[config.mk]
export PLATFORM = sky130hd
export DESIGN_NAME = cbz_dp
export DESIGN_NICKNAME = d
export VERILOG_FILES = /design/src/rtl/core/cbz_pkg.sv /design/src/rtl/core/cbz_dp.sv
export SDC_FILE = /design/constraint.sdc
export NUM_CORES = 2
export LEC_CHECK = 0
export ABC_CLOCK_PERIOD_IN_PS = 7400
export BUFFER_PORTS_ARGS = -buffer_cell sky130_fd_sc_hd__buf_4
export CAP_MARGIN = 20
export CORE_MARGIN = 2
export CORE_UTILIZATION = 58
export DETAILED_ROUTE_END_ITERATION = 6
export MAX_ROUTING_LAYER = met4
export PLACE_DENSITY = 0.82
export SLEW_MARGIN = 20
export SYNTH_ARGS = -nofsm -noshare
export SYNTH_HDL_FRONTEND = slang
export SYNTH_SLANG_ARGS = --single-unit
[constraint.sdc]
create_clock -name clk -period 7.4 [get_ports clk]
set_input_delay 0.74 -clock clk [delete_from_list [all_inputs] [get_ports clk]]
set_output_delay 0.74 -clock clk [all_outputs]
set_load 0.05 [all_outputs]
[src/rtl/core/cbz_pkg.sv]
// ----------------------------------------------------------------------------
// cbz_pkg
// Shared constants, types and command codes for the cubic Bezier fixed-step
// evaluator.
// ----------------------------------------------------------------------------
package cbz_pkg;

	// Number formats
	localparam int COORD_W   = 24;                 // signed Q15.8 coordinate
	localparam int T_FRAC    = 16;                 // fraction bits of t
	localparam int MAX_STEPS = 64;                 // results per curve at most

	localparam int NUM_PTS   = 4;
	localparam int NUM_AXES  = 3;
	localparam int PT_IDX_W  = $clog2(NUM_PTS);
	localparam int AX_IDX_W  = $clog2(NUM_AXES);

	localparam int STEP_W    = T_FRAC + 1;         // step register, Q1.T
	localparam int T_W       = STEP_W + 1;         // t plus one step
	localparam int M_W       = T_W + 1;            // signed one minus t
	localparam int CNT_W     = $clog2(MAX_STEPS + 1);
	localparam int SQ_W      = 2 * STEP_W;         // signed square of t or m
	localparam int MA_W      = SQ_W;               // multiplier operand a
	localparam int MB_W      = COORD_W;            // multiplier operand b
	localparam int P_W       = MA_W + MB_W;        // full product
	localparam int W_W       = T_FRAC + 2;         // signed Bernstein weight
	localparam int ACC_W     = W_W + COORD_W + 2;  // sum of four products
	localparam int SH_W      = ACC_W - T_FRAC;     // sum after truncation

	localparam longint T_ONE     = longint'(1) << T_FRAC;
	localparam longint LIMIT_NUM = 10001;
	localparam longint LIMIT_DEN = 10000;
	// largest t that passes t < 1.0001
	localparam longint T_LIMIT_L = (T_ONE * LIMIT_NUM - 1) / LIMIT_DEN;
	localparam logic [T_W-1:0] T_LIMIT = T_W'(T_LIMIT_L);

	localparam logic [STEP_W-1:0]   STEP_RESET = STEP_W'(4096);
	localparam logic [PT_IDX_W-1:0] POINT_END  = PT_IDX_W'(NUM_PTS - 1);

	typedef logic signed [COORD_W-1:0] coord_t;

	// Multiplier operations of one curve point, in issue order
	typedef enum logic [4:0] {
		OP_M2, OP_T2, OP_P0, OP_P1, OP_P2, OP_P3,
		OP_X0, OP_X1, OP_X2, OP_X3,
		OP_Y0, OP_Y1, OP_Y2, OP_Y3,
		OP_Z0, OP_Z1, OP_Z2, OP_Z3
	} op_t;

	typedef struct packed {
		logic store;    // write the incoming point
		logic start;    // begin a run at t = step
		logic issue;    // issue op to the multiplier
		op_t  op;
		logic advance;  // load output register, step t
	} cmd_t;

	typedef struct packed {
		logic start_ok; // first t passes the limit
		logic last;     // current point is the final one
	} sts_t;

endpackage

[src/rtl/core/cbz_dp.sv]
// ----------------------------------------------------------------------------
// cbz_dp
// Datapath: control point store, t stepping, one shared signed multiplier,
// weight formation, accumulation with saturation and the output register.
// ----------------------------------------------------------------------------
module cbz_dp import cbz_pkg::*; (
	input  logic                clk,
	input  logic                arst_n,
	input  logic                cfg_valid,
	input  logic [STEP_W-1:0]   cfg_step,
	input  logic [PT_IDX_W-1:0] in_index,
	input  coord_t              in_x,
	input  coord_t              in_y,
	input  coord_t              in_z,
	input  cmd_t                cmd,
	output sts_t                sts,
	output coord_t              curve_x,
	output coord_t              curve_y,
	output coord_t              curve_z,
	output logic [CNT_W-1:0]    step_number,
	output logic                curve_end
);

	localparam logic signed [M_W-1:0] M_ONE = M_W'(T_ONE);
	localparam logic [PT_IDX_W-1:0] TERM_FIRST = '0;
	localparam logic [PT_IDX_W-1:0] TERM_LAST  = PT_IDX_W'(NUM_PTS - 1);

	logic [STEP_W-1:0]          step_q;
	logic [T_W-1:0]             t_q;
	logic signed [M_W-1:0]      m_q;
	logic [CNT_W-1:0]           n_q;
	coord_t                     pts_q [NUM_PTS][NUM_AXES];
	logic signed [SQ_W-1:0]     m2_q;
	logic signed [SQ_W-1:0]     t2_q;
	logic signed [W_W-1:0]      w_q [NUM_PTS];
	logic signed [ACC_W-1:0]    acc_q;
	coord_t                     res_q [NUM_AXES];

	logic                       wb_s1;
	op_t                        op_s1;
	logic signed [P_W-1:0]      prod_s1;

	logic [T_W-1:0]             next_t;
	logic [3:0]                 k_sel;
	logic [3:0]                 k_wb;
	logic signed [MA_W-1:0]     op_a;
	logic signed [MB_W-1:0]     op_b;
	logic signed [P_W-1:0]      prod;
	logic signed [P_W+1:0]      prod_x3;
	logic signed [W_W-1:0]      w_one;
	logic signed [W_W-1:0]      w_three;
	logic signed [ACC_W-1:0]    sum;
	logic signed [SH_W-1:0]     sum_sh;

	// Clamp a truncated sum into the coordinate range
	function automatic coord_t sat_coord(input logic signed [SH_W-1:0] v);
		logic signed [SH_W-1:0] hi;
		logic signed [SH_W-1:0] lo;
		hi = SH_W'({(COORD_W - 1){1'b1}});
		lo = ~hi;
		if (v > hi) begin
			return COORD_W'(hi);
		end else if (v < lo) begin
			return COORD_W'(lo);
		end
		return COORD_W'(v);
	endfunction

	// Status towards the controller
	assign next_t       = T_W'(t_q + T_W'(step_q));
	assign sts.start_ok = T_W'(step_q) <= T_LIMIT;
	assign sts.last     = (n_q == CNT_W'(MAX_STEPS - 1)) || (next_t > T_LIMIT);

	// Select multiplier operands for the issued op
	assign k_sel = 4'(cmd.op - OP_X0);

	always_comb begin
		case (cmd.op)
			OP_M2: begin
				op_a = MA_W'(m_q);
				op_b = MB_W'(m_q);
			end
			OP_T2: begin
				op_a = MA_W'(t_q);
				op_b = MB_W'(t_q);
			end
			OP_P0: begin
				op_a = m2_q;
				op_b = MB_W'(m_q);
			end
			OP_P1: begin
				op_a = m2_q;
				op_b = MB_W'(t_q);
			end
			OP_P2: begin
				op_a = t2_q;
				op_b = MB_W'(m_q);
			end
			OP_P3: begin
				op_a = t2_q;
				op_b = MB_W'(t_q);
			end
			default: begin
				op_a = MA_W'(w_q[k_sel[PT_IDX_W-1:0]]);
				op_b = pts_q[k_sel[PT_IDX_W-1:0]][k_sel[PT_IDX_W +: AX_IDX_W]];
			end
		endcase
	end

	assign prod = op_a * op_b;

	// Weight formation and accumulation on the registered product
	assign k_wb    = 4'(op_s1 - OP_X0);
	assign prod_x3 = (P_W + 2)'(prod_s1) + ((P_W + 2)'(prod_s1) <<< 1);
	assign w_one   = prod_s1[2 * T_FRAC +: W_W];
	assign w_three = prod_x3[2 * T_FRAC +: W_W];
	assign sum     = acc_q + prod_s1[ACC_W-1:0];
	assign sum_sh  = sum[ACC_W-1:T_FRAC];

	// Hold configuration, t, count and the product tag
	always_ff @(posedge clk or negedge arst_n) begin
		if (!arst_n) begin
			step_q <= STEP_RESET;
			t_q    <= '0;
			n_q    <= '0;
			wb_s1  <= 1'b0;
			op_s1  <= OP_M2;
		end else begin
			if (cfg_valid) begin
				step_q <= cfg_step;
			end
			if (cmd.start) begin
				t_q <= T_W'(step_q);
				n_q <= '0;
			end else if (cmd.advance) begin
				t_q <= next_t;
				n_q <= CNT_W'(n_q + 1'b1);
			end
			wb_s1 <= cmd.issue;
			op_s1 <= cmd.op;
		end
	end

	// Payload registers
	always_ff @(posedge clk) begin
		if (cmd.store) begin
			pts_q[in_index][0] <= in_x;
			pts_q[in_index][1] <= in_y;
			pts_q[in_index][2] <= in_z;
		end
		if (cmd.start) begin
			m_q <= M_ONE - M_W'(step_q);
		end else if (cmd.advance) begin
			m_q <= M_ONE - M_W'(next_t);
		end
		prod_s1 <= prod;
		if (wb_s1) begin
			case (op_s1)
				OP_M2: m2_q <= prod_s1[SQ_W-1:0];
				OP_T2: t2_q <= prod_s1[SQ_W-1:0];
				OP_P0: w_q[0] <= w_one;
				OP_P1: w_q[1] <= w_three;
				OP_P2: w_q[2] <= w_three;
				OP_P3: w_q[3] <= w_one;
				default: begin
					if (k_wb[PT_IDX_W-1:0] == TERM_FIRST) begin
						acc_q <= prod_s1[ACC_W-1:0];
					end else if (k_wb[PT_IDX_W-1:0] == TERM_LAST) begin
						res_q[k_wb[PT_IDX_W +: AX_IDX_W]] <= sat_coord(sum_sh);
					end else begin
						acc_q <= sum;
					end
				end
			endcase
		end
		if (cmd.advance) begin
			curve_x     <= res_q[0];
			curve_y     <= res_q[1];
			curve_z     <= res_q[2];
			step_number <= CNT_W'(n_q + 1'b1);
			curve_end   <= sts.last;
		end
	end

	// t stays within the limit while a point is being worked out
	a_t_in_range: assert property (@(posedge clk) disable iff (!arst_n)
		cmd.issue |-> t_q <= T_LIMIT)
		else $error("cbz_dp: t beyond limit during evaluation");

	// no more results than the step bound
	a_count_bound: assert property (@(posedge clk) disable iff (!arst_n)
		cmd.advance |-> n_q < CNT_W'(MAX_STEPS))
		else $error("cbz_dp: step count overrun");

endmodule

### Yosys cells after proc, flatten, opt, wreduce, memory -nomap -nowiden

Memory sizes are Yosys's and may differ from the RTL's. A register that Yosys moved wholly into a read port is not among the register bits.
Index checks and enable logic that the tools add are counted.

| word-level totals | value |
|---|---|
| bits in registers | 237 |
| memories kept | 3 |
| input bits | 103 |
| bits in writable memories | 432 |

| cells by class | value |
|---|---|
| magnitude comparators | 5 |
| reduce and logical (&&, ||, !) cells | 16 |
| eq/ne operators | 13 |
| $mul | 1 |
| mux-type cells | 54 |
| bitwise operators | 2 |
| add/subtract/negate cells | 8 |

Memories:

| memory | words | bits a word | rd ports | clocked after memory_dff | wr ports | RTL line | text |
|---|---|---|---|---|---|---|---|
| pts_q | 4 | 72 | 1 | 0 | 1 | cbz_dp.sv:32 | `coord_t pts_q [NUM_PTS][NUM_AXES];` |
| res_q | 3 | 24 | 3 | 3 | 1 | cbz_dp.sv:37 | `coord_t res_q [NUM_AXES];` |
| w_q | 4 | 18 | 1 | 0 | 1 | cbz_dp.sv:35 | `logic signed [W_W-1:0] w_q [NUM_PTS];` |

Operators with widths:

| kind | count |
|---|---|
| $mux W24 | 9 |
| $pmux W34 S4 | 1 |
| $mux W18 | 5 |
| $mux W44 | 2 |
| $reduce_or A18 Y1 | 3 |
| $add A50 B50 Y50 | 1 |
| $mul A34 B24 Y50 | 1 |
| $bmux W24 S2 | 1 |
| $pmux W24 S2 | 1 |
| $add A44 B44 Y44 | 1 |
| $mux W19 | 2 |
| $gt A28 B24 Y1 const B | 1 |
| $lt A28 B24 Y1 const B | 1 |
| $mux W1 | 28 |
| $eq A5 B2 Y1 const B | 4 |
| $eq A5 B3 Y1 const B | 4 |
| $sub A17 B18 Y19 const A | 1 |
| $add A18 B17 Y18 | 1 |
| $gt A18 B17 Y1 const B | 1 |
| $sub A17 B17 Y18 const A | 1 |
| $le A17 B17 Y1 const B | 1 |
| $mux W7 | 2 |
| $eq A5 B1 Y1 const B | 2 |
| $logic_not A5 Y1 | 2 |
| 17 further kinds | 23 |

### Longest topological paths before layout

| depth | value |
|---|---|
| depth in word-level cells | 13 |
| depth in mapped cells | 39 |
| depth with buffers taken out | 32 |

### Least setup slack after synthesis

OpenSTA, ideal clock, no wires.

| timing path | value |
|---|---|
| path kind | input port to flip-flop |
| start | in cmd[1] (netlist name) |
| end | reg prod_s1[48] |
| library setup time | 0.062 ns |
| data arrival time | 9.017 ns |
| slack | -1.679 ns |
| required time | 7.338 ns |
| stages | 33 |
| buffers on the path | 6 |
| cells stage by stage | buf_6 buf_8 buf_6 buf_6 buf_6 buf_4 mux4_2 a221oi_1 nor2_1 fa_1 inv_1 fa_1 inv_1 fa_1 inv_1 fa_1 inv_1 fa_1 fa_1 inv_1 fa_1 inv_1 ha_1 a21o_1 a21o_1 a21oi_1 o221ai_2 a31oi_1 o21ai_2 a221oi_4 o21ai_1 or4_1 nand3_1 |

| between the ends | value |
|---|---|
| cells in the longest elaborated chain, start to end | 7 |
| elaborated cells on any way between the ends | 20 |
| classes of those cells | add/sub (1); mul (1); eq/ne (5); mux (5); bitwise (1); reduce/logical (5); memory (2) |

RTL lines:

| item | RTL line | text |
|---|---|---|
| start, declared | cbz_dp.sv:15 | `input cmd_t cmd,` |
| $sub A4 B3 Y4 | cbz_dp.sv:75 | `assign k_sel = 4'(cmd.op - OP_X0);` |
| $mem_v2 Z4 W72 / $not A2 Y3 (equally long branches) | n/a |  |
| $bmux W24 S2 | cbz_dp.sv:105 | `op_b = pts_q[k_sel[PT_IDX_W-1:0]][k_sel[PT_IDX_W +: AX_IDX_W]];` |
| $mux W24 (implied by the code) (2 in series) | cbz_dp.sv:105 |  |
| $pmux W24 S2 | cbz_dp.sv:78 | `case (cmd.op)` |
| $mul A34 B24 Y50 * | cbz_dp.sv:110 | `assign prod = op_a * op_b;` |
| named net prod[48] | cbz_dp.sv:48 | `logic signed [P_W-1:0] prod;` |
| end signal, assigned | cbz_dp.sv:156 | `prod_s1 <= prod;` |
| end, declared | cbz_dp.sv:41 | `logic signed [P_W-1:0] prod_s1;` |

The timed path passes the listed nets; every way through them passes the cells marked *. The select of a mux whose other input is x is not followed.
A chain may end at the register's enable or synchronous reset.

### Worst setup path after layout

| timing path | value |
|---|---|
| start | mem pts_q[1][12] (netlist name) |
| end | reg prod_s1[47] |

| between the ends | value |
|---|---|
| cells in the longest elaborated chain, start to end | 6 |

RTL lines:

| item | RTL line |
|---|---|
| start, declared | cbz_dp.sv:32 |
| $mem_v2 Z4 W72 | n/a |
| $bmux W24 S2 | cbz_dp.sv:105 |
| $mux W24 (implied by the code) (2 in series) | cbz_dp.sv:105 |
| $pmux W24 S2 | cbz_dp.sv:78 |
| $mul A34 B24 Y50 | cbz_dp.sv:110 |
| named net prod[47] | cbz_dp.sv:48 |

The timed path passes the listed nets, and every way through them passes these cells. The select of a mux whose other input is x is not followed.

==> results.md <==
* Status: finished with violations
* Violations in the final reports: negative setup slack
* Longest Clk Path Bufs at 3
* Final WL at 174.2 mm
* Tcrit/Tclk final at 1.128
* Worst Reg2Reg Path Length in Cells at 30
* Placed Cells incl. Taps at 6903
* Crit Reg-Reg Endpoint: prod_s1[47]$_DFF_P_
* First-pass GRT wire length at 261.4 mm
* Post-Syn Nets at 6172
* Max H-tree Level at 3
* DRC viols at 0
* DR vias/cell at 6.013
* R2r setup slk at -950 ps
* Clk_lat worst skew at 660 ps
* Worst EP required at 7920 ps
* Total Neg Setup Slack at -20040 ps
* DRT Pass-1 Iters at 5
* RSZ-0062 raised after global routing: true
* Measured slew at the worst slew-check pin at 1101 ps
* Post-route ant nets at 0
* Cell row count at 116
* Gate Count Post-Synth at 5072
* Synth cell types at 92
* Clk pin slew, worst setup/hold paths at 70 ps
* Flops & latches, synth at 741
* Hold WC Path Type: in -> async
* Post-route cell area at 70730 um^2
* WS Path Type: reg -> reg
* Commonest non-fill, non-tap cell in the layout: inv_1
* Cell area after synthesis at 58080 um^2
* Via count at 43100
* Hold Violations, Final at 0
* Critical Path Max Stage Delay at 570 ps
* Clock Tree Root: clkbuf_16
* Peak Freq at 119.8 MHz
* Share of cells above drive strength 1 at 0.2436
* Largest net degree at the start of global routing at 79
* Placed Area at 65600 um^2
* RR Startpoint: pts_q[1][12]$_DFFE_PP_
* Clock sink total at 741
* GRT Overall Usage at 0.3470
* Clock Skew at 51.34 ps
* CTS tree: built
* Sequential area share after synthesis at 0.3704
* Critical path startpoint category: flop
* Worst Path Max Fanout at 6
* CP startpoint: pts_q[1][12]$_DFFE_PP_
* Crit path DAT at 8870 ps
* I/O pins at 185
* Max-slew headroom at 0.2659
* Total grt overflow at 0
* Final min period at 8346 ps
* Number of I/O port buffers at 184
* Ys Warns at 0
* CP endpoint kind: flop
* Max-Cap Viols at 0
* DP Wirelength at 124.7 mm
* Setup Viol. Count Final at 32
* FFs w/ async S/R, synth at 0.06478
* Setup ws final at -946.3 ps
* Area Growth Syn to Fin at 21.77%
* Routability cong. at 1.001
* Die width at 320.5 um
* Syn avg cell area at 11.45 um^2
* Fin nets at 6911
* Die footprint at 102700 um^2
* Slew Limit Fails at 0
* Ys flop type: edfxtp_1
* Initial Util at 0.5825
* Non-filler cells, final at 7168
* Most frequent cells in the layout: 852 x inv_1, 731 x fa_1, 727 x buf_4
* DR WL/cell at 24.30 um
* Most common cell on crit path: fa_1
* # hold bufs at CTS at 0
* Slowest cell on the critical path: fa_1
* Number of global-route vias before repair at 45170
* Die Span Y at 320.5 um
* EDFF count, synth at 643
* TritonCTS buffer count at 72
* Initial antenna violation count at 3
* Core area at 99710 um^2
* First-iteration detailed-routing DRC count at 4762
per-stage QoR:
step | hold slack [ps] | utilization | setup WS, ps
after floorplan | 400.3 | - | -1076
after global placement | 400.4 | 0.6579 | -1538
after detailed placement | 404.5 | 0.6579 | -1632
after CTS | 157.3 | 0.6973 | -720.2
after global routing | 179.0 | 0.7093 | -1079
final | 136.3 | 0.7094 | -946.3
area by class of cell:
type                            instances  area, um^2
Tap cell                             1298        1624
Antenna cell                            3       7.507
Timing Repair Buffer                  882        8098
Fill cell                            6264       28980
Clock inverter                         41       500.5
Inverter                              876        3294
Sequential cell                       741       21510
Multi-Input combinational cell       3238       33730
Clock buffer                           89        1959
sequential cells by signal (all words and copies together) (netlist names), 24 cells and up:
name and cells:
res_q 72, w_q 72, curve_x 24, curve_z 24, t2_q 34, prod_s1 50
curve_y 24, m2_q 34, pts_q 288, acc_q 44
worst max-delay path: cells and delay by family, from the launching register on:
family / cells / cell delay (ps)
adder cells (fa/ha/maj): 8 / 3780
AO/OA/AOI/OAI: 8 / 1930
multiplexers: 2 / 800
buffers and inverters: 8 / 680
flip-flops: 1 / 450
AND/OR/NAND/NOR: 3 / 400
XOR/XNOR: 1 / 150
synth_stat cells, types with 6 or more instances:
| cell | instances | share of area |
|---|---|---|
| nor3b_1 | 6 | 0.00078 |
| o21ai_0 | 135 | 0.012 |
| o31ai_1 | 6 | 0.00078 |
| dfrtp_1 | 47 | 0.020 |
| inv_1 | 875 | 0.057 |
| a222oi_1 | 11 | 0.0019 |
| mux4_2 | 87 | 0.034 |
| a21o_1 | 82 | 0.011 |
| buf_6 | 7 | 0.0014 |
| o21ai_2 | 21 | 0.0032 |
| a22oi_1 | 35 | 0.0045 |
| a211oi_1 | 25 | 0.0032 |
| or2_2 | 14 | 0.0015 |
| nor2b_1 | 35 | 0.0038 |
| fa_1 | 738 | 0.25 |
| a21oi_1 | 172 | 0.015 |
| xnor2_1 | 117 | 0.018 |
| nand2_1 | 713 | 0.046 |
| xor2_1 | 59 | 0.0089 |
| o21a_1 | 24 | 0.0031 |
| a221o_1 | 12 | 0.0021 |
| and2_1 | 138 | 0.015 |
| a31oi_1 | 17 | 0.0018 |
| or3_1 | 14 | 0.0015 |
| nor2_1 | 183 | 0.012 |
| nor3_1 | 26 | 0.0022 |
| a221oi_1 | 9 | 0.0014 |
| and3_1 | 21 | 0.0023 |
| nand4_1 | 19 | 0.0020 |
| nand3_1 | 35 | 0.0030 |
| edfxtp_1 | 643 | 0.33 |
| nor4_1 | 7 | 0.00075 |
| buf_2 | 58 | 0.0050 |
| mux2i_1 | 33 | 0.0057 |
| o211ai_1 | 10 | 0.0013 |
| o21ai_1 | 11 | 0.00095 |
| dfxtp_1 | 50 | 0.017 |
| clkbuf_1 | 136 | 0.0088 |
| mux2_2 | 31 | 0.0060 |
| ha_1 | 259 | 0.056 |
| o21bai_1 | 29 | 0.0037 |
| nand2b_1 | 19 | 0.0020 |
| buf_4 | 10 | 0.0013 |
how the worst max path moves through the flow:
stage	endpoint	slack, ps	cells after the start
2_1_floorplan	prod_s1[48]$_DFF_P_	-1080	33
5_1_grt	prod_s1[48]$_DFF_P_	-1080	30
6_report	prod_s1[47]$_DFF_P_	-950	30
4_1_cts	prod_s1[40]$_DFF_P_	-720	31
3_5_place_dp	prod_s1[48]$_DFF_P_	-1630	36
3_3_place_gp	prod_s1[48]$_DFF_P_	-1540	36
what timing repair did:
item                                   4_1_cts  5_1_grt
setup endpoints to repair                   34       34
setup buffers                               76       63
pin swaps                                  103      112
cloned                                       7        3
endpoints found under the hold margin        0        0
resized for setup                          181      156
kinds of logic after synthesis:
logic type                 count (synthesis)  synth area share
DFF                                      741            0.3704
buffers and inverters                   1094           0.07371
adders and majority gates                997            0.3101
and+or+nand+nor                         1245           0.09504
muxes                                    154           0.04679
AOI/OAI and AO/OA                        663           0.07666
xor gates and xnor gates                 178           0.02729
metal layers:
metal  share of wire  up-vias  global-route usage
met5               0        -                   -
met4           0.060        0              0.1626
met3           0.098      682             0.07186
met2            0.49     2617              0.5658
met1            0.35    21690              0.4167
li1                -    18110                   -
Power is not shown: default switching activity piles up to over one toggle a cycle in this logic, so the estimate is an artifact.
