<file path="src/rtl/core/cbz_pkg.sv">
// ----------------------------------------------------------------------------
// cbz_pkg
// Shared constants, types and command codes for the cubic Bezier fixed-step
// evaluator.
// ----------------------------------------------------------------------------
package cbz_pkg;

	// Number formats
	localparam int COORD_W   = 24;                 // signed Q15.8 coordinate
	localparam int T_FRAC    = 16;                 // fraction bits of t
	localparam int MAX_STEPS = 64;                 // results per curve at most

	localparam int NUM_PTS   = 4;
	localparam int NUM_AXES  = 3;
	localparam int PT_IDX_W  = $clog2(NUM_PTS);
	localparam int AX_IDX_W  = $clog2(NUM_AXES);

	localparam int STEP_W    = T_FRAC + 1;         // step register, Q1.T
	localparam int T_W       = STEP_W + 1;         // t plus one step
	localparam int M_W       = T_W + 1;            // signed one minus t
	localparam int CNT_W     = $clog2(MAX_STEPS + 1);
	localparam int SQ_W      = 2 * STEP_W;         // signed square of t or m
	localparam int MA_W      = SQ_W;               // multiplier operand a
	localparam int MB_W      = COORD_W;            // multiplier operand b
	localparam int P_W       = MA_W + MB_W;        // full product
	localparam int W_W       = T_FRAC + 2;         // signed Bernstein weight
	localparam int ACC_W     = W_W + COORD_W + 2;  // sum of four products
	localparam int SH_W      = ACC_W - T_FRAC;     // sum after truncation

	localparam longint T_ONE     = longint'(1) << T_FRAC;
	localparam longint LIMIT_NUM = 10001;
	localparam longint LIMIT_DEN = 10000;
	// largest t that passes t < 1.0001
	localparam longint T_LIMIT_L = (T_ONE * LIMIT_NUM - 1) / LIMIT_DEN;
	localparam logic [T_W-1:0] T_LIMIT = T_W'(T_LIMIT_L);

	localparam logic [STEP_W-1:0]   STEP_RESET = STEP_W'(4096);
	localparam logic [PT_IDX_W-1:0] POINT_END  = PT_IDX_W'(NUM_PTS - 1);

	typedef logic signed [COORD_W-1:0] coord_t;

	// Multiplier operations of one curve point, in issue order
	typedef enum logic [4:0] {
		OP_M2, OP_T2, OP_P0, OP_P1, OP_P2, OP_P3,
		OP_X0, OP_X1, OP_X2, OP_X3,
		OP_Y0, OP_Y1, OP_Y2, OP_Y3,
		OP_Z0, OP_Z1, OP_Z2, OP_Z3
	} op_t;

	typedef struct packed {
		logic store;    // write the incoming point
		logic start;    // begin a run at t = step
		logic issue;    // issue op to the multiplier
		op_t  op;
		logic advance;  // load output register, step t
	} cmd_t;

	typedef struct packed {
		logic start_ok; // first t passes the limit
		logic last;     // current point is the final one
	} sts_t;

endpackage

</file>
<file path="src/rtl/core/cbz_ctrl.sv">
// ----------------------------------------------------------------------------
// cbz_ctrl
// Controller: accepts control points, sequences the eighteen multiplier ops
// of each curve point and manages the output register handshake.
// ----------------------------------------------------------------------------
module cbz_ctrl import cbz_pkg::*; (
	input  logic                clk,
	input  logic                arst_n,
	input  logic                in_valid,
	input  logic [PT_IDX_W-1:0] in_index,
	output logic                in_ready,
	output logic                out_valid,
	input  logic                out_ready,
	input  sts_t                sts,
	output cmd_t                cmd
);

	typedef enum logic [1:0] {
		ST_IDLE,
		ST_CALC,
		ST_WB,
		ST_EMIT
	} state_t;

	state_t state_q;
	op_t    op_q;
	logic   out_valid_q;
	logic   in_acc;
	logic   out_free;

	// Commands towards the datapath
	assign in_ready    = state_q == ST_IDLE;
	assign in_acc      = in_valid && in_ready;
	assign out_free    = !out_valid_q || out_ready;
	assign out_valid   = out_valid_q;

	assign cmd.store   = in_acc;
	assign cmd.start   = in_acc && (in_index == POINT_END) && sts.start_ok;
	assign cmd.issue   = state_q == ST_CALC;
	assign cmd.op      = op_q;
	assign cmd.advance = (state_q == ST_EMIT) && out_free;

	// Sequence one curve point after another
	always_ff @(posedge clk or negedge arst_n) begin
		if (!arst_n) begin
			state_q     <= ST_IDLE;
			op_q        <= OP_M2;
			out_valid_q <= 1'b0;
		end else begin
			case (state_q)
				ST_IDLE: begin
					if (cmd.start) begin
						state_q <= ST_CALC;
						op_q    <= OP_M2;
					end
				end
				ST_CALC: begin
					if (op_q == OP_Z3) begin
						state_q <= ST_WB;
					end else begin
						op_q <= op_t'(op_q + 1'b1);
					end
				end
				ST_WB: begin
					state_q <= ST_EMIT;
				end
				ST_EMIT: begin
					if (out_free) begin
						op_q    <= OP_M2;
						state_q <= sts.last ? ST_IDLE : ST_CALC;
					end
				end
				default: begin
					state_q <= ST_IDLE;
				end
			endcase
			if (cmd.advance) begin
				out_valid_q <= 1'b1;
			end else if (out_ready) begin
				out_valid_q <= 1'b0;
			end
		end
	end

	// ops of one point issue without gaps
	a_ops_contiguous: assert property (@(posedge clk) disable iff (!arst_n)
		(cmd.issue && cmd.op != OP_Z3) |=> cmd.issue)
		else $error("cbz_ctrl: gap in op sequence");

	// the final product is written back before the result is offered
	a_z3_to_emit: assert property (@(posedge clk) disable iff (!arst_n)
		(cmd.issue && cmd.op == OP_Z3) |=> ##1 (state_q == ST_EMIT))
		else $error("cbz_ctrl: emit not reached after last op");

endmodule
</file>
<file path="config.mk">
export PLATFORM = sky130hd
export DESIGN_NAME = cbz_ctrl
export DESIGN_NICKNAME = d
export VERILOG_FILES = /design/src/rtl/core/cbz_pkg.sv /design/src/rtl/core/cbz_ctrl.sv
export SDC_FILE = /design/constraint.sdc
export NUM_CORES = 1
export LEC_CHECK = 0
export BUFFER_PORTS_ARGS = -buffer_cell sky130_fd_sc_hd__clkbuf_2
export CORE_UTILIZATION = 35
export CTS_CLUSTER_SIZE = 28
export DETAILED_ROUTE_END_ITERATION = 8
export SLEW_MARGIN = 40
export SYNTH_ARGS = -nofsm -noshare
export SYNTH_HDL_FRONTEND = slang
export SYNTH_SLANG_ARGS = --single-unit
</file>
<file path="constraint.sdc">
create_clock -name clk -period 4.3 [get_ports clk]
set_clock_uncertainty 0.15 [all_clocks]
set_input_delay 0.215 -clock clk [delete_from_list [all_inputs] [get_ports clk]]
set_output_delay 0.215 -clock clk [all_outputs]
set_load 0.005 [all_outputs]
</file>
Word level (Yosys, flattened, before mapping). Cells that the tools add are included. Widths: inputs -> output; s select.

$add $sub $neg: 1. Equal/unequal tests: 9. Muxes and demuxes: 11. Reduce and logical (&&, ||, !) cells: 11.

Operator list (count): $mux 5 (3); $pmux 5 s3 (1); $pmux 2 s4 (1); $eq 2x2->1 const B (3); $mux 2 (3); $add 5x1->5 const B (1); $eq 5x5->1 const B (1); $logic_and 1x1->1 (4); $ne 2x1->1 const B (2); $ne 2x2->1 const B (2); $reduce_and 4->1 (1); $mux 1 (3); $reduce_and 3->1 (1); $reduce_bool 3->1 (1); $eq 2x1->1 const B (1); $logic_not 2->1 (1); $reduce_bool 2->1 (1); $logic_not 1->1 (1); $logic_or 1x1->1 (1).

Flip-flop bits (word level): 8. Bits of input ports: 8. Output and inout port bits: 11. Word-level logic and storage cells: 35.

Logic depth before layout (Yosys ltp). Gate-level depths: netlist (run 1).

Depth in word-level cells: 6. Gate-level depth with buffers: 8. Gate-level depth less buffers: 6.

Worst setup path before layout (run 1). No wires, ideal clock.

Kind: register to register. Start point: register state_q[1]. End point: register op_q[0]. Library setup time: 0.125 ns. Arrival: 1.655 ns. Slack: 2.370 ns. Cell stages (with the launch flop): 9. Path buffers: 2. Path through: dfrtp_1 -> inv_1 -> ha_1 -> clkbuf_1 -> inv_1 -> nor2_1 -> or3_1 -> buf_6 -> mux2_4.

RTL lines: start, declared (line cbz_ctrl.sv:25) `state_t state_q;`; start signal, assigned (line cbz_ctrl.sv:70) `state_q <= sts.last ? ST_IDLE : ST_CALC;`; end signal, assigned (line cbz_ctrl.sv:61) `op_q <= op_t'(op_q + 1'b1);`; end, declared (line cbz_ctrl.sv:26) `op_t op_q;`.

Worst setup path in the final report (run 1).
Start point: register state_q[0]. End point: register op_q[0].

Cells in the longest elaborated chain, start to end: 6.

RTL lines: $logic_not 2->1 (line cbz_ctrl.sv:32, cbz_ctrl.sv:50); $logic_and 1x1->1 (line cbz_ctrl.sv:33) `assign in_acc = in_valid && in_ready;`; $logic_and 1x1->1 (2 in a row) (line cbz_ctrl.sv:38) `assign cmd.start = in_acc && (in_index == POINT_END) && sts.start_ok;`; $ne 2x1->1 (no line); $reduce_and 4->1 (no line).

Parallel ways exist; a longest one is shown, timed or not. A chain may end at the register's enable or synchronous reset.

==> results_tabular.tex, run 1 <==
\begin{tabular}{lr}
\hline
Metric & Value \\
\hline
\multicolumn{2}{l}{\textbf{Logic synthesis}} \\
Main flop type after synthesis & sky130\_fd\_sc\_hd\_\_dfrtp\_1 \\
Mapped Cells & 57 \\
Synth cell count leaders & sky130\_fd\_sc\_hd\_\_dfrtp\_1 (8), sky130\_fd\_sc\_hd\_\_ha\_1 (6), sky130\_fd\_sc\_hd\_\_inv\_1 (5) \\
Number of warnings printed during yosys synthesis & 0 \\
Adder and majority gate portion of the synthesized area & 13.2\% \\
Synthesized area per cell & 9.99 um\^{}2 \\
Net count of the mapped netlist & 71 \\
Multiplexer share of the synthesized area & 6.37\% \\
Number of flops mapped to enable cells by yosys & 0 \\
Combinational family with the most area after synthesis & simple AND/OR/NAND/NOR gates \\
Share of the synthesized area in compound gates (AO/OA/AOI/OAI) & 12.7\% \\
Post-Synth Simple-Gate Area & 25.3\% \\
Synthesis-stage register bit count & 8 \\
Dominant cells by area after synthesis & sky130\_fd\_sc\_hd\_\_dfrtp\_1 (35\%), sky130\_fd\_sc\_hd\_\_ha\_1 (13\%), sky130\_fd\_sc\_hd\_\_inv\_1 (3.3\%) \\
Proportion of synthesized flip-flops having asynchronous set or reset & 100\% \\
Synth cell types & 28 \\
Cell with the most instances after synthesis & sky130\_fd\_sc\_hd\_\_dfrtp\_1 \\
Post-synth top area share & 35.2\% \\
Synth Cell Area & 569 um\^{}2 \\
Share of the yosys chip area belonging to registers & 35.2\% \\
Largest area contributor in the netlist & sky130\_fd\_sc\_hd\_\_dfrtp\_1 \\
XOR/XNOR share of the synthesized area & 0\% \\
\multicolumn{2}{l}{\textbf{Routing}} \\
First-pass iteration count of the detailed router & 4 \\
Met1 wire length & 526 um \\
Number of routed nets with antenna violations & 0 \\
Met3 Routed Length & 49 um \\
Overall via count from detail\_route & 467 \\
Detailed-route vias per instance & 5.08 \\
Per-cell routed wire length & 12.0 um \\
Highest routing layer actually used & met4 \\
Iteration-0 DRC Markers & 5 \\
Detail Route met2 WL & 512 um \\
Remaining DRCs & 0 \\
Final WL & 1110 um \\
\multicolumn{2}{l}{\textbf{Worst setup path}} \\
R2R Setup Slk & 2.34 ns \\
Data required time of the worst path & 4.29 ns \\
CP bufs+invs & 1 \\
WP data arrival & 1.95 ns \\
Peak per-stage delay on the critical path & 0.47 ns \\
Crit-path leading delay family & simple AND/OR/NAND/NOR gates \\
Length in cells of the worst reg-to-reg path & 5 \\
Largest fanout on the critical path & 6 \\
Ordered cell list for the critical path & inv\_1 -> ha\_1 -> o2bb2ai\_2 -> or3\_1 -> mux2\_4 \\
Crit. End Element & register \\
Worst setup path category & reg -> reg \\
Worst flop-to-flop path startpoint & state\_q[0]\$\_DFFE\_PN0P\_ \\
Highest-delay cell along the critical path & sky130\_fd\_sc\_hd\_\_or3\_1 \\
Element type at the critical path start & register \\
Reg-to-reg critical path endpoint & op\_q[0]\$\_DFFE\_PN0P\_ \\
\multicolumn{2}{l}{\textbf{Min path}} \\
Worst Hold End & out\_valid\$\_DFFE\_PN0P\_ \\
Hold\_sp & out\_ready \\
Hold path cells & 3 \\
Class of the most critical hold timing path & in -> reg \\
\multicolumn{2}{l}{\textbf{Clock tree}} \\
Sinks on Clock Net & 8 \\
Clock insertion delay at the later pin of the skew report & 0.25 ns \\
CTS clk-pin slew, worst paths & 0.05 ns \\
H-tree lvl count & 1 \\
Root Buffer Master & sky130\_fd\_sc\_hd\_\_clkbuf\_4 \\
Post-CTS setup buffer count & 0 \\
CTS tree & built \\
Cts repair resizes & 0 \\
Hold buffers post-CTS & 1 \\
Clock tree buffer depth & 2 \\
Num CTS Buffers & 3 \\
\multicolumn{2}{l}{\textbf{Floorplanning}} \\
Die boundary height & 42.3 um \\
Effective utilization at floorplan & 37.8\% \\
Number of core rows & 14 \\
I/O pin cnt & 19 \\
Die area & 1790 um\^{}2 \\
Chip width & 42.3 um \\
Area inside the core boundary & 1510 um\^{}2 \\
\multicolumn{2}{l}{\textbf{Final layout}} \\
Ratio of cells with drive above 1 in the final layout & 31.6\% \\
Area growth from synthesis to final layout & 21.1\% \\
Final Non-Filler Cells & 92 \\
Antenna diode count & 0 \\
Net count of the finished layout & 92 \\
\multicolumn{2}{l}{\textbf{Place}} \\
Dpl cells & 88 \\
Setup Slack @ Placement & 2.34 ns \\
Port Buf Inserts & 18 \\
HPWL after detailed placement & 862 um \\
Placer's final routability congestion estimate & 0.709 \\
\multicolumn{2}{l}{\textbf{Global route}} \\
Number of global-route vias before repair & 397 \\
Maximum number of pins on one net before global-route repair & 12 \\
Antenna violations before repair & 0 \\
Combined global-route utilization of all metal layers & 13.6\% \\
Overflow left after global routing & 0 \\
Wire length of the first global-routing pass & 1700 um \\
\multicolumn{2}{l}{\textbf{Timing}} \\
Final setup violation count & 0 \\
Achievable clock frequency & 511 MHz \\
Total negative slack & 0 ns \\
Number of max-slew violations in the final report & 0 \\
Smallest setup slack after layout & 2.34 ns \\
Setup repair after global routing missed its margin & false \\
Final critical path time including I/O delays and setup & 1.96 ns \\
Max-slew headroom at the worst pin & 69.2\% \\
Post-route fraction of the period consumed by the critical path & 45.5\% \\
Slew at the pin closest to its max-slew limit & 0.450 ns \\
Final hold vios & 0 \\
\multicolumn{2}{l}{\textbf{Power}} \\
Leakage power & 0.380 nW \\
Power per cell area & 562 nW/um\^{}2 \\
Power Total & 387 uW \\
Maximum vdd ir drop & 0.000383 V \\
\multicolumn{2}{l}{\textbf{Outcome}} \\
Outcome & finished, final reports clean \\
\multicolumn{2}{l}{\textbf{Flow run}} \\
Max-cap viol count & 0 \\
\hline
\end{tabular}
layout by cell type (no fill, tap or decap), types with 2 or more instances in the layout:
| cell | n |
|---|---|
| sky130_fd_sc_hd__clkbuf_2 | 18 |
| sky130_fd_sc_hd__dfrtp_1 | 8 |
| sky130_fd_sc_hd__ha_1 | 6 |
| sky130_fd_sc_hd__inv_1 | 5 |
| sky130_fd_sc_hd__nor2_1 | 4 |
| sky130_fd_sc_hd__nand2b_1 | 3 |
| sky130_fd_sc_hd__clkbuf_4 | 3 |
| sky130_fd_sc_hd__and2_1 | 2 |
| sky130_fd_sc_hd__nand4_1 | 2 |
| sky130_fd_sc_hd__nand3_1 | 2 |
| sky130_fd_sc_hd__nor4_1 | 2 |
| sky130_fd_sc_hd__and3_1 | 2 |
| sky130_fd_sc_hd__a211o_1 | 2 |
| sky130_fd_sc_hd__o21ai_0 | 2 |
| sky130_fd_sc_hd__a21o_1 | 2 |
power by group:
part | switching [mW] | internal [mW]
registers | 0.0203 | 0.0983
clock network | 0.0247 | 0.0319
logic | 0.113 | 0.0990
total | 0.158 | 0.229
worst max-delay path by stage:
stage / startpoint / depth (start not counted) / end / slack [ns]
finish: state_q[0]$_DFFE_PN0P_ / 5 / op_q[0]$_DFFE_PN0P_ / 2.34
global route: state_q[1]$_DFFE_PN0P_ / 6 / op_q[4]$_DFFE_PN0P_ / 2.25
CTS: state_q[0]$_DFFE_PN0P_ / 5 / op_q[0]$_DFFE_PN0P_ / 2.34
detailed placement: state_q[0]$_DFFE_PN0P_ / 5 / op_q[0]$_DFFE_PN0P_ / 2.34
global placement: state_q[0]$_DFFE_PN0P_ / 5 / op_q[0]$_DFFE_PN0P_ / 2.34
floorplan: state_q[1]$_DFFE_PN0P_ / 8 / op_q[0]$_DFFE_PN0P_ / 2.37
sequential cells by signal, indices dropped and copies added (netlist names):
register and count:
out_valid 1, op_q 5, state_q 2
tightest hold or removal path: cells and delay by family:
kind | cells | cell delay (ns)
buffers and inverters | 1 | 0.07
AND/OR/NAND/NOR | 2 | 0.20
cell type report:
| type | instances | area [um^2] |
|---|---|---|
| tap | 16 | 20.0 |
| fill | 162 | 817 |
| timing repair buffer | 19 | 100 |
| inverter | 5 | 18.8 |
| multi-input combinational | 41 | 328 |
| clock buffer | 3 | 22.5 |
| sequential | 8 | 200 |
per-stage QoR:
step / util (%) / hold slack, ns / cell area (um^2)
final: 45.8 / 0.125 / 689
after global routing: 45.8 / 0.136 / 689
after CTS: 45.8 / 0.119 / 689
after detailed placement: 43.6 / -0.0743 / 657
after global placement: 43.6 / -0.0745 / 657
after floorplan: - / -0.231 / 569
kinds of logic after synthesis:
family | after synthesis
simple gates | 23
fa+ha+maj | 6
buf+inv | 8
mux | 3
compound gates | 9
flops | 8
metal layers:
layer	vias to the layer above	GRT usage [%]
met5	-	0
met1	212	16.5
li1	243	-
met4	0	7.50
met3	2	7.76
met2	10	18.8
Note: power is estimated with default switching activity, not from simulation.
==> inputs of run 2 (changes only) <==
clock period = 1.69 ns   (was 4.3 ns; I/O delays follow)
==> results_tabular.tex, run 2 (synthesis results as in run 1) <==
\begin{tabular}{lr}
\hline
Metric & Value \\
\hline
\multicolumn{2}{l}{\textbf{Outcome}} \\
Outcome & finished with violations \\
Violated checks & negative setup slack \\
\multicolumn{2}{l}{\textbf{Floorplanning}} \\
Number of core rows & 14 (unchanged) \\
Effective utilization at floorplan & 37.8\% (unchanged) \\
Area inside the core boundary & 1510 um\^{}2 (unchanged) \\
Die area & 1790 um\^{}2 (unchanged) \\
Chip width & 42.3 um (unchanged) \\
Die boundary height & 42.3 um (unchanged) \\
I/O pin cnt & 19 (unchanged) \\
\multicolumn{2}{l}{\textbf{Clock tree}} \\
Num CTS Buffers & 3 (unchanged) \\
Clock tree buffer depth & 2 (unchanged) \\
CTS clk-pin slew, worst paths & 0.05 ns (about the same) \\
H-tree lvl count & 1 (unchanged) \\
CTS tree & built \\
Clock insertion delay at the later pin of the skew report & 0.25 ns (about the same) \\
Sinks on Clock Net & 8 (unchanged) \\
Root Buffer Master & sky130\_fd\_sc\_hd\_\_clkbuf\_4 \\
\multicolumn{2}{l}{\textbf{Timing}} \\
Final setup violation count & 4 (+4) \\
Achievable clock frequency & 565 MHz (+11\%) \\
Final critical path time including I/O delays and setup & 1.77 ns (-0.189 ns) \\
Total negative slack & -0.220 ns (-0.220 ns) \\
Post-route fraction of the period consumed by the critical path & 105\% (+59 points) \\
Number of max-slew violations in the final report & 0 (unchanged) \\
Hold slack & 0.0623 ns (-0.0632 ns) \\
Smallest setup slack after layout & -0.0798 ns (-2.42 ns) \\
Final hold vios & 0 (unchanged) \\
Max-slew headroom at the worst pin & 81.4\% (+12 points) \\
Setup repair after global routing missed its margin & true \\
Slew at the pin closest to its max-slew limit & 0.277 ns (-0.173 ns) \\
\multicolumn{2}{l}{\textbf{Final layout}} \\
Total of fill cells in the finished design & 132 (-19\%) \\
Register bank with the most flops & op\_q \\
Area growth from synthesis to final layout & 51.4\% \\
Number of flip-flops in the largest register & 5 (unchanged) \\
Layout Cell Area excl Fill & 862 um\^{}2 (+25\%) \\
Ratio of cells with drive above 1 in the final layout & 53.8\% (+22 points) \\
Sequential cell area & 200 um\^{}2 (unchanged) \\
Net count of the finished layout & 107 (+16\%) \\
Commonest non-fill, non-tap cells in the layout & sky130\_fd\_sc\_hd\_\_clkbuf\_2 (18), sky130\_fd\_sc\_hd\_\_buf\_4 (14), sky130\_fd\_sc\_hd\_\_dfrtp\_1 (8) \\
Total area of multi-input combinational cells & 385 um\^{}2 (+18\%) \\
Antenna diode count & 0 (unchanged) \\
Most common cell after layout, fill and taps aside & sky130\_fd\_sc\_hd\_\_clkbuf\_2 \\
\multicolumn{2}{l}{\textbf{Routing}} \\
First-pass iteration count of the detailed router & 4 (unchanged) \\
Detailed-route vias per instance & 5.30 (+4.4\%) \\
Remaining DRCs & 0 (unchanged) \\
Per-cell routed wire length & 12.9 um (+6.9\%) \\
Number of routed nets with antenna violations & 0 (unchanged) \\
Iteration-0 DRC Markers & 15 (+10) \\
Final WL & 1380 um (+24\%) \\
Overall via count from detail\_route & 567 (+21\%) \\
\multicolumn{2}{l}{\textbf{Global route}} \\
Combined global-route utilization of all metal layers & 16.7\% (+3.1 points) \\
Wire length of the first global-routing pass & 2170 um (+28\%) \\
Number of global-route vias before repair & 522 (+31\%) \\
Maximum number of pins on one net before global-route repair & 11 (-1) \\
Overflow left after global routing & 0 (unchanged) \\
Antenna violations before repair & 0 (unchanged) \\
\multicolumn{2}{l}{\textbf{Worst setup path}} \\
Peak per-stage delay on the critical path & 0.41 ns (-0.06 ns) \\
CP bufs+invs & 1 (unchanged) \\
Reg-to-reg critical path endpoint & op\_q[0]\$\_DFFE\_PN0P\_ \\
Largest fanout on the critical path & 5 (-1) \\
Worst setup path category & reg -> reg \\
Worst flop-to-flop path startpoint & op\_q[1]\$\_DFFE\_PN0P\_ \\
WP data arrival & 1.76 ns (-0.19 ns) \\
Length in cells of the worst reg-to-reg path & 6 (+1) \\
Crit-path leading delay family & simple AND/OR/NAND/NOR gates \\
Highest-delay cell along the critical path & sky130\_fd\_sc\_hd\_\_or3\_4 \\
R2R Setup Slk & -0.08 ns (-2.42 ns) \\
First element of the critical path & op\_q[1]\$\_DFFE\_PN0P\_ \\
Data required time of the worst path & 1.68 ns (-2.61 ns) \\
Element type at the critical path start & register \\
Ordered cell list for the critical path & inv\_1 -> ha\_2 -> nand4bb\_4 -> nor2\_1 -> or3\_4 -> mux2\_4 \\
Crit. End Element & register \\
\multicolumn{2}{l}{\textbf{Place}} \\
Port Buf Inserts & 18 (unchanged) \\
HPWL after detailed placement & 988 um (+15\%) \\
Area after detailed placement & 752 um\^{}2 (+14\%) \\
Placer's final routability congestion estimate & 0.789 (+11\%) \\
\multicolumn{2}{l}{\textbf{Power}} \\
Leakage power & 0.451 nW (+19\%) \\
Power per cell area & 1570 nW/um\^{}2 (+180\%) \\
Power Total & 1.36 mW (+250\%) \\
Maximum vdd ir drop & 0.000973 V (+150\%) \\
\multicolumn{2}{l}{\textbf{Flow run}} \\
Max-cap viol count & 0 (unchanged) \\
\multicolumn{2}{l}{\textbf{Min path}} \\
Class of the most critical hold timing path & in -> async \\
\hline
\end{tabular}
run 2: repair_timing:
action / CTS / global route
setup buffers: 1 / 1
hold buffers: 2 / 0
setup endpoints to repair: 7 / 7
pin swaps: 2 / 3
hold endpoints to repair: 9 / 0
resized for setup: 9 / 3
run 2: through the flow:
| step | worst slack, ns | std cells | util, % |
|---|---|---|---|
| global placement | -0.0999 | 100 | 49.9 |
| global route | -0.132 | 107 | 57.2 |
| finish | -0.0798 | 107 | 57.2 |
| CTS | -0.0520 | 106 | 55.0 |
| floorplan | -0.151 | 57 | - |
| detailed placement | -0.127 | 100 | 49.9 |
run 2: worst max-delay path by stage:
stage                     slack [ns]  cells after the start                   to
after floorplan                -0.15                      8  op_q[0]$_DFFE_PN0P_
after global placement          -0.1                      5  op_q[0]$_DFFE_PN0P_
after detailed placement       -0.13                      5  op_q[0]$_DFFE_PN0P_
after CTS                      -0.05                      5  op_q[0]$_DFFE_PN0P_
after global routing           -0.13                      5  op_q[0]$_DFFE_PN0P_
final                          -0.08                      6  op_q[0]$_DFFE_PN0P_
run 2: layout make-up:
cell class / instances / area share [%]
Clock buffer: 3 / 2.61
Inverter: 5 / 2.18
Multi-Input combinational cell: 41 / 44.7
Sequential cell: 8 / 23.2
Tap cell: 16 / 2.32
Timing Repair Buffer: 34 / 25.0
run 2: layer usage:
layer	wire length (um)	GRT usage, %	part of all wire (%)	vias up
li1	-	-	-	271
met1	574	18.6	42	275
met2	692	28.0	50	19
met3	89	6.47	6.5	2
met4	21	7.50	1.5	0
met5	0	0	0	-
run 2: power breakdown:
part           leakage, nW  internal [mW]  total, mW  switching, mW
clock network       0.0138         0.0813      0.147         0.0657
registers            0.105          0.250      0.288         0.0381
logic                0.332          0.507      0.921          0.414
==> inputs of run 3 (changes only) <==
CORE_UTILIZATION = 42   (was 35)
PLACE_DENSITY = 0.71   (was not set)
==> results_tabular.tex, run 3 (synthesis results as in run 1) <==
\begin{tabular}{lr}
\hline
Metric & Value \\
\hline
\multicolumn{2}{l}{\textbf{Outcome}} \\
Outcome & finished with violations \\
Violated checks & negative setup slack \\
\multicolumn{2}{l}{\textbf{Worst setup path}} \\
Peak per-stage delay on the critical path & 0.43 ns (+0.02 ns) \\
Data required time of the worst path & 1.69 ns (about the same) \\
Worst setup path category & reg -> reg \\
Element type at the critical path start & register \\
Crit. End Element & register \\
WP data arrival & 1.76 ns (about the same) \\
Largest fanout on the critical path & 5 (unchanged) \\
Highest-delay cell along the critical path & sky130\_fd\_sc\_hd\_\_dfrtp\_1 \\
Ordered cell list for the critical path & ha\_4 -> nand4bb\_4 -> nor2\_1 -> or3\_4 -> mux2\_4 \\
\multicolumn{2}{l}{\textbf{Routing}} \\
First-pass iteration count of the detailed router & 4 (unchanged) \\
Number of routed nets with antenna violations & 0 (unchanged) \\
Per-cell routed wire length & 14.9 um (+16\%) \\
Remaining DRCs & 0 (unchanged) \\
Final WL & 1610 um (+17\%) \\
Overall via count from detail\_route & 572 (+0.88\%) \\
Iteration-0 DRC Markers & 14 (-1) \\
Detailed-route vias per instance & 5.30 (about the same) \\
\multicolumn{2}{l}{\textbf{Final layout}} \\
Area growth from synthesis to final layout & 59.3\% \\
Net count of the finished layout & 110 (+2.8\%) \\
Final Non-Filler Cells & 108 (+0.93\%) \\
Final design utilization & 76.5\% (+19 points) \\
Most common cell after layout, fill and taps aside & sky130\_fd\_sc\_hd\_\_clkbuf\_2 \\
Layout Cell Area excl Fill & 907 um\^{}2 (+5.2\%) \\
Ratio of cells with drive above 1 in the final layout & 58.5\% (+4.7 points) \\
Commonest non-fill, non-tap cells in the layout & sky130\_fd\_sc\_hd\_\_clkbuf\_2 (18), sky130\_fd\_sc\_hd\_\_buf\_4 (15), sky130\_fd\_sc\_hd\_\_dfrtp\_1 (7) \\
Register bank with the most flops & op\_q \\
Total of fill cells in the finished design & 90 (-32\%) \\
Antenna diode count & 0 (unchanged) \\
Number of flip-flops in the largest register & 5 (unchanged) \\
\multicolumn{2}{l}{\textbf{Global route}} \\
Antenna violations before repair & 0 (unchanged) \\
Met3 layer usage reported by global route & 10.4\% (+3.9 points) \\
Overflow left after global routing & 0 (unchanged) \\
Met2 routing resource usage after global routing & 37.9\% (+9.9 points) \\
Wire length of the first global-routing pass & 2090 um (-3.8\%) \\
Combined global-route utilization of all metal layers & 21.2\% (+4.5 points) \\
Maximum number of pins on one net before global-route repair & 11 (unchanged) \\
Number of global-route vias before repair & 502 (-3.8\%) \\
Met1 track demand over resource & 22.9\% (+4.2 points) \\
Peak-usage layer in the global routing report & met2 \\
\multicolumn{2}{l}{\textbf{Timing}} \\
Final hold vios & 0 (unchanged) \\
Smallest setup slack after layout & -0.0724 ns (+0.00741 ns) \\
Post-route fraction of the period consumed by the critical path & 104\% (-0.44 points) \\
Final setup violation count & 5 (+1) \\
Hold slack & 0.0524 ns (-0.00984 ns) \\
Slew at the pin closest to its max-slew limit & 0.346 ns (+0.0690 ns) \\
Final critical path time including I/O delays and setup & 1.76 ns (-0.00741 ns) \\
Achievable clock frequency & 567 MHz (+0.42\%) \\
Setup repair after global routing missed its margin & true \\
Number of max-slew violations in the final report & 0 (unchanged) \\
Max-slew headroom at the worst pin & 76.7\% (-4.6 points) \\
Total negative slack & -0.179 ns (+0.0411 ns) \\
\multicolumn{2}{l}{\textbf{Power}} \\
Power Total & 1.50 mW (+11\%) \\
Maximum vdd ir drop & 0.00101 V (+4.0\%) \\
Leakage power & 0.471 nW (+4.4\%) \\
Power per cell area & 1660 nW/um\^{}2 (+5.4\%) \\
\multicolumn{2}{l}{\textbf{Floorplanning}} \\
Die boundary height & 38.8 um (-8.3\%) \\
I/O pin cnt & 19 (unchanged) \\
Number of core rows & 12 (-2) \\
Area inside the core boundary & 1190 um\^{}2 (-21\%) \\
Die area & 1510 um\^{}2 (-16\%) \\
Chip width & 38.8 um (-8.3\%) \\
Effective utilization at floorplan & 48.0\% (+10 points) \\
\multicolumn{2}{l}{\textbf{Flow run}} \\
Max-cap viol count & 0 (unchanged) \\
\multicolumn{2}{l}{\textbf{Clock tree}} \\
Clock insertion delay at the later pin of the skew report & 0.26 ns (about the same) \\
Clock tree buffer depth & 2 (unchanged) \\
H-tree lvl count & 1 (unchanged) \\
Root Buffer Master & sky130\_fd\_sc\_hd\_\_clkbuf\_4 \\
CTS tree & built \\
Sinks on Clock Net & 8 (unchanged) \\
Num CTS Buffers & 3 (unchanged) \\
CTS clk-pin slew, worst paths & 0.06 ns (about the same) \\
\multicolumn{2}{l}{\textbf{Place}} \\
Port Buf Inserts & 18 (unchanged) \\
Placer's final routability congestion estimate & 0.841 (+6.6\%) \\
HPWL after detailed placement & 1070 um (+8.3\%) \\
Dpl cells & 99 (-1.0\%) \\
Area after detailed placement & 757 um\^{}2 (+0.67\%) \\
Setup Slack @ Placement & -0.154 ns (-0.0271 ns) \\
\multicolumn{2}{l}{\textbf{Min path}} \\
Class of the most critical hold timing path & in -> async \\
\hline
\end{tabular}
## run 3: layout make-up
cell class                      instances  area, um^2  area share [%]
Timing Repair Buffer                   37         245            27.0
Tap cell                               14        17.5            1.93
Sequential cell                         8         201            22.2
Clock buffer                            3        22.5            2.48
Multi-Input combinational cell         41         399            44.0
Inverter                                5        21.3            2.34
## run 3: final timing paths
kind / end / start / slack, ns / depth (start not counted)
max in group asynchronous: state_q[0]$_DFFE_PN0P_ / arst_n / 1.13 / 2
max reg2reg: op_q[0]$_DFFE_PN0P_ / op_q[0]$_DFFE_PN0P_ / -0.07 / 5
min reg2reg: op_q[1]$_DFFE_PN0P_ / op_q[1]$_DFFE_PN0P_ / 0.47 / 2
max: op_q[0]$_DFFE_PN0P_ / op_q[0]$_DFFE_PN0P_ / -0.07 / 5
min: out_valid$_DFFE_PN0P_ / arst_n / 0.05 / 2
min in group clk: state_q[0]$_DFFE_PN0P_ / sts[0] / 0.09 / 4
## run 3: repair_timing
| action | CTS | global route |
|---|---|---|
| endpoints found under the hold margin | 9 | 0 |
| setup endpoints to repair | 8 | 7 |
| pin swaps | 3 | 5 |
| setup buffers | 2 | 2 |
| cloned | 0 | 0 |
| resized for setup | 11 | 8 |
| hold buffers | 2 | 0 |
## run 3: worst max-delay path, delay by kind of cell, from the launching register on
family,cells,cell delay [ns]
flops,1,0.43
simple gates,3,0.57
mux,1,0.31
fa+ha+maj,1,0.19
## run 3: power by group
part | total (mW) | switching [mW] | internal [mW] | leakage [nW]
Sequential | 0.312 | 0.0596 | 0.252 | 0.104
Combinational | 1.04 | 0.452 | 0.589 | 0.353
Clock | 0.150 | 0.0686 | 0.0815 | 0.0138
## run 3: routing by layer
| metal | vias to the layer above | wire, um | share of wire (%) |
|---|---|---|---|
| li1 | 278 | - | - |
| met1 | 269 | 670 | 42 |
| met2 | 21 | 830 | 52 |
| met3 | 4 | 85 | 5.3 |
| met4 | 0 | 21 | 1.3 |
| met5 | - | 0 | 0 |
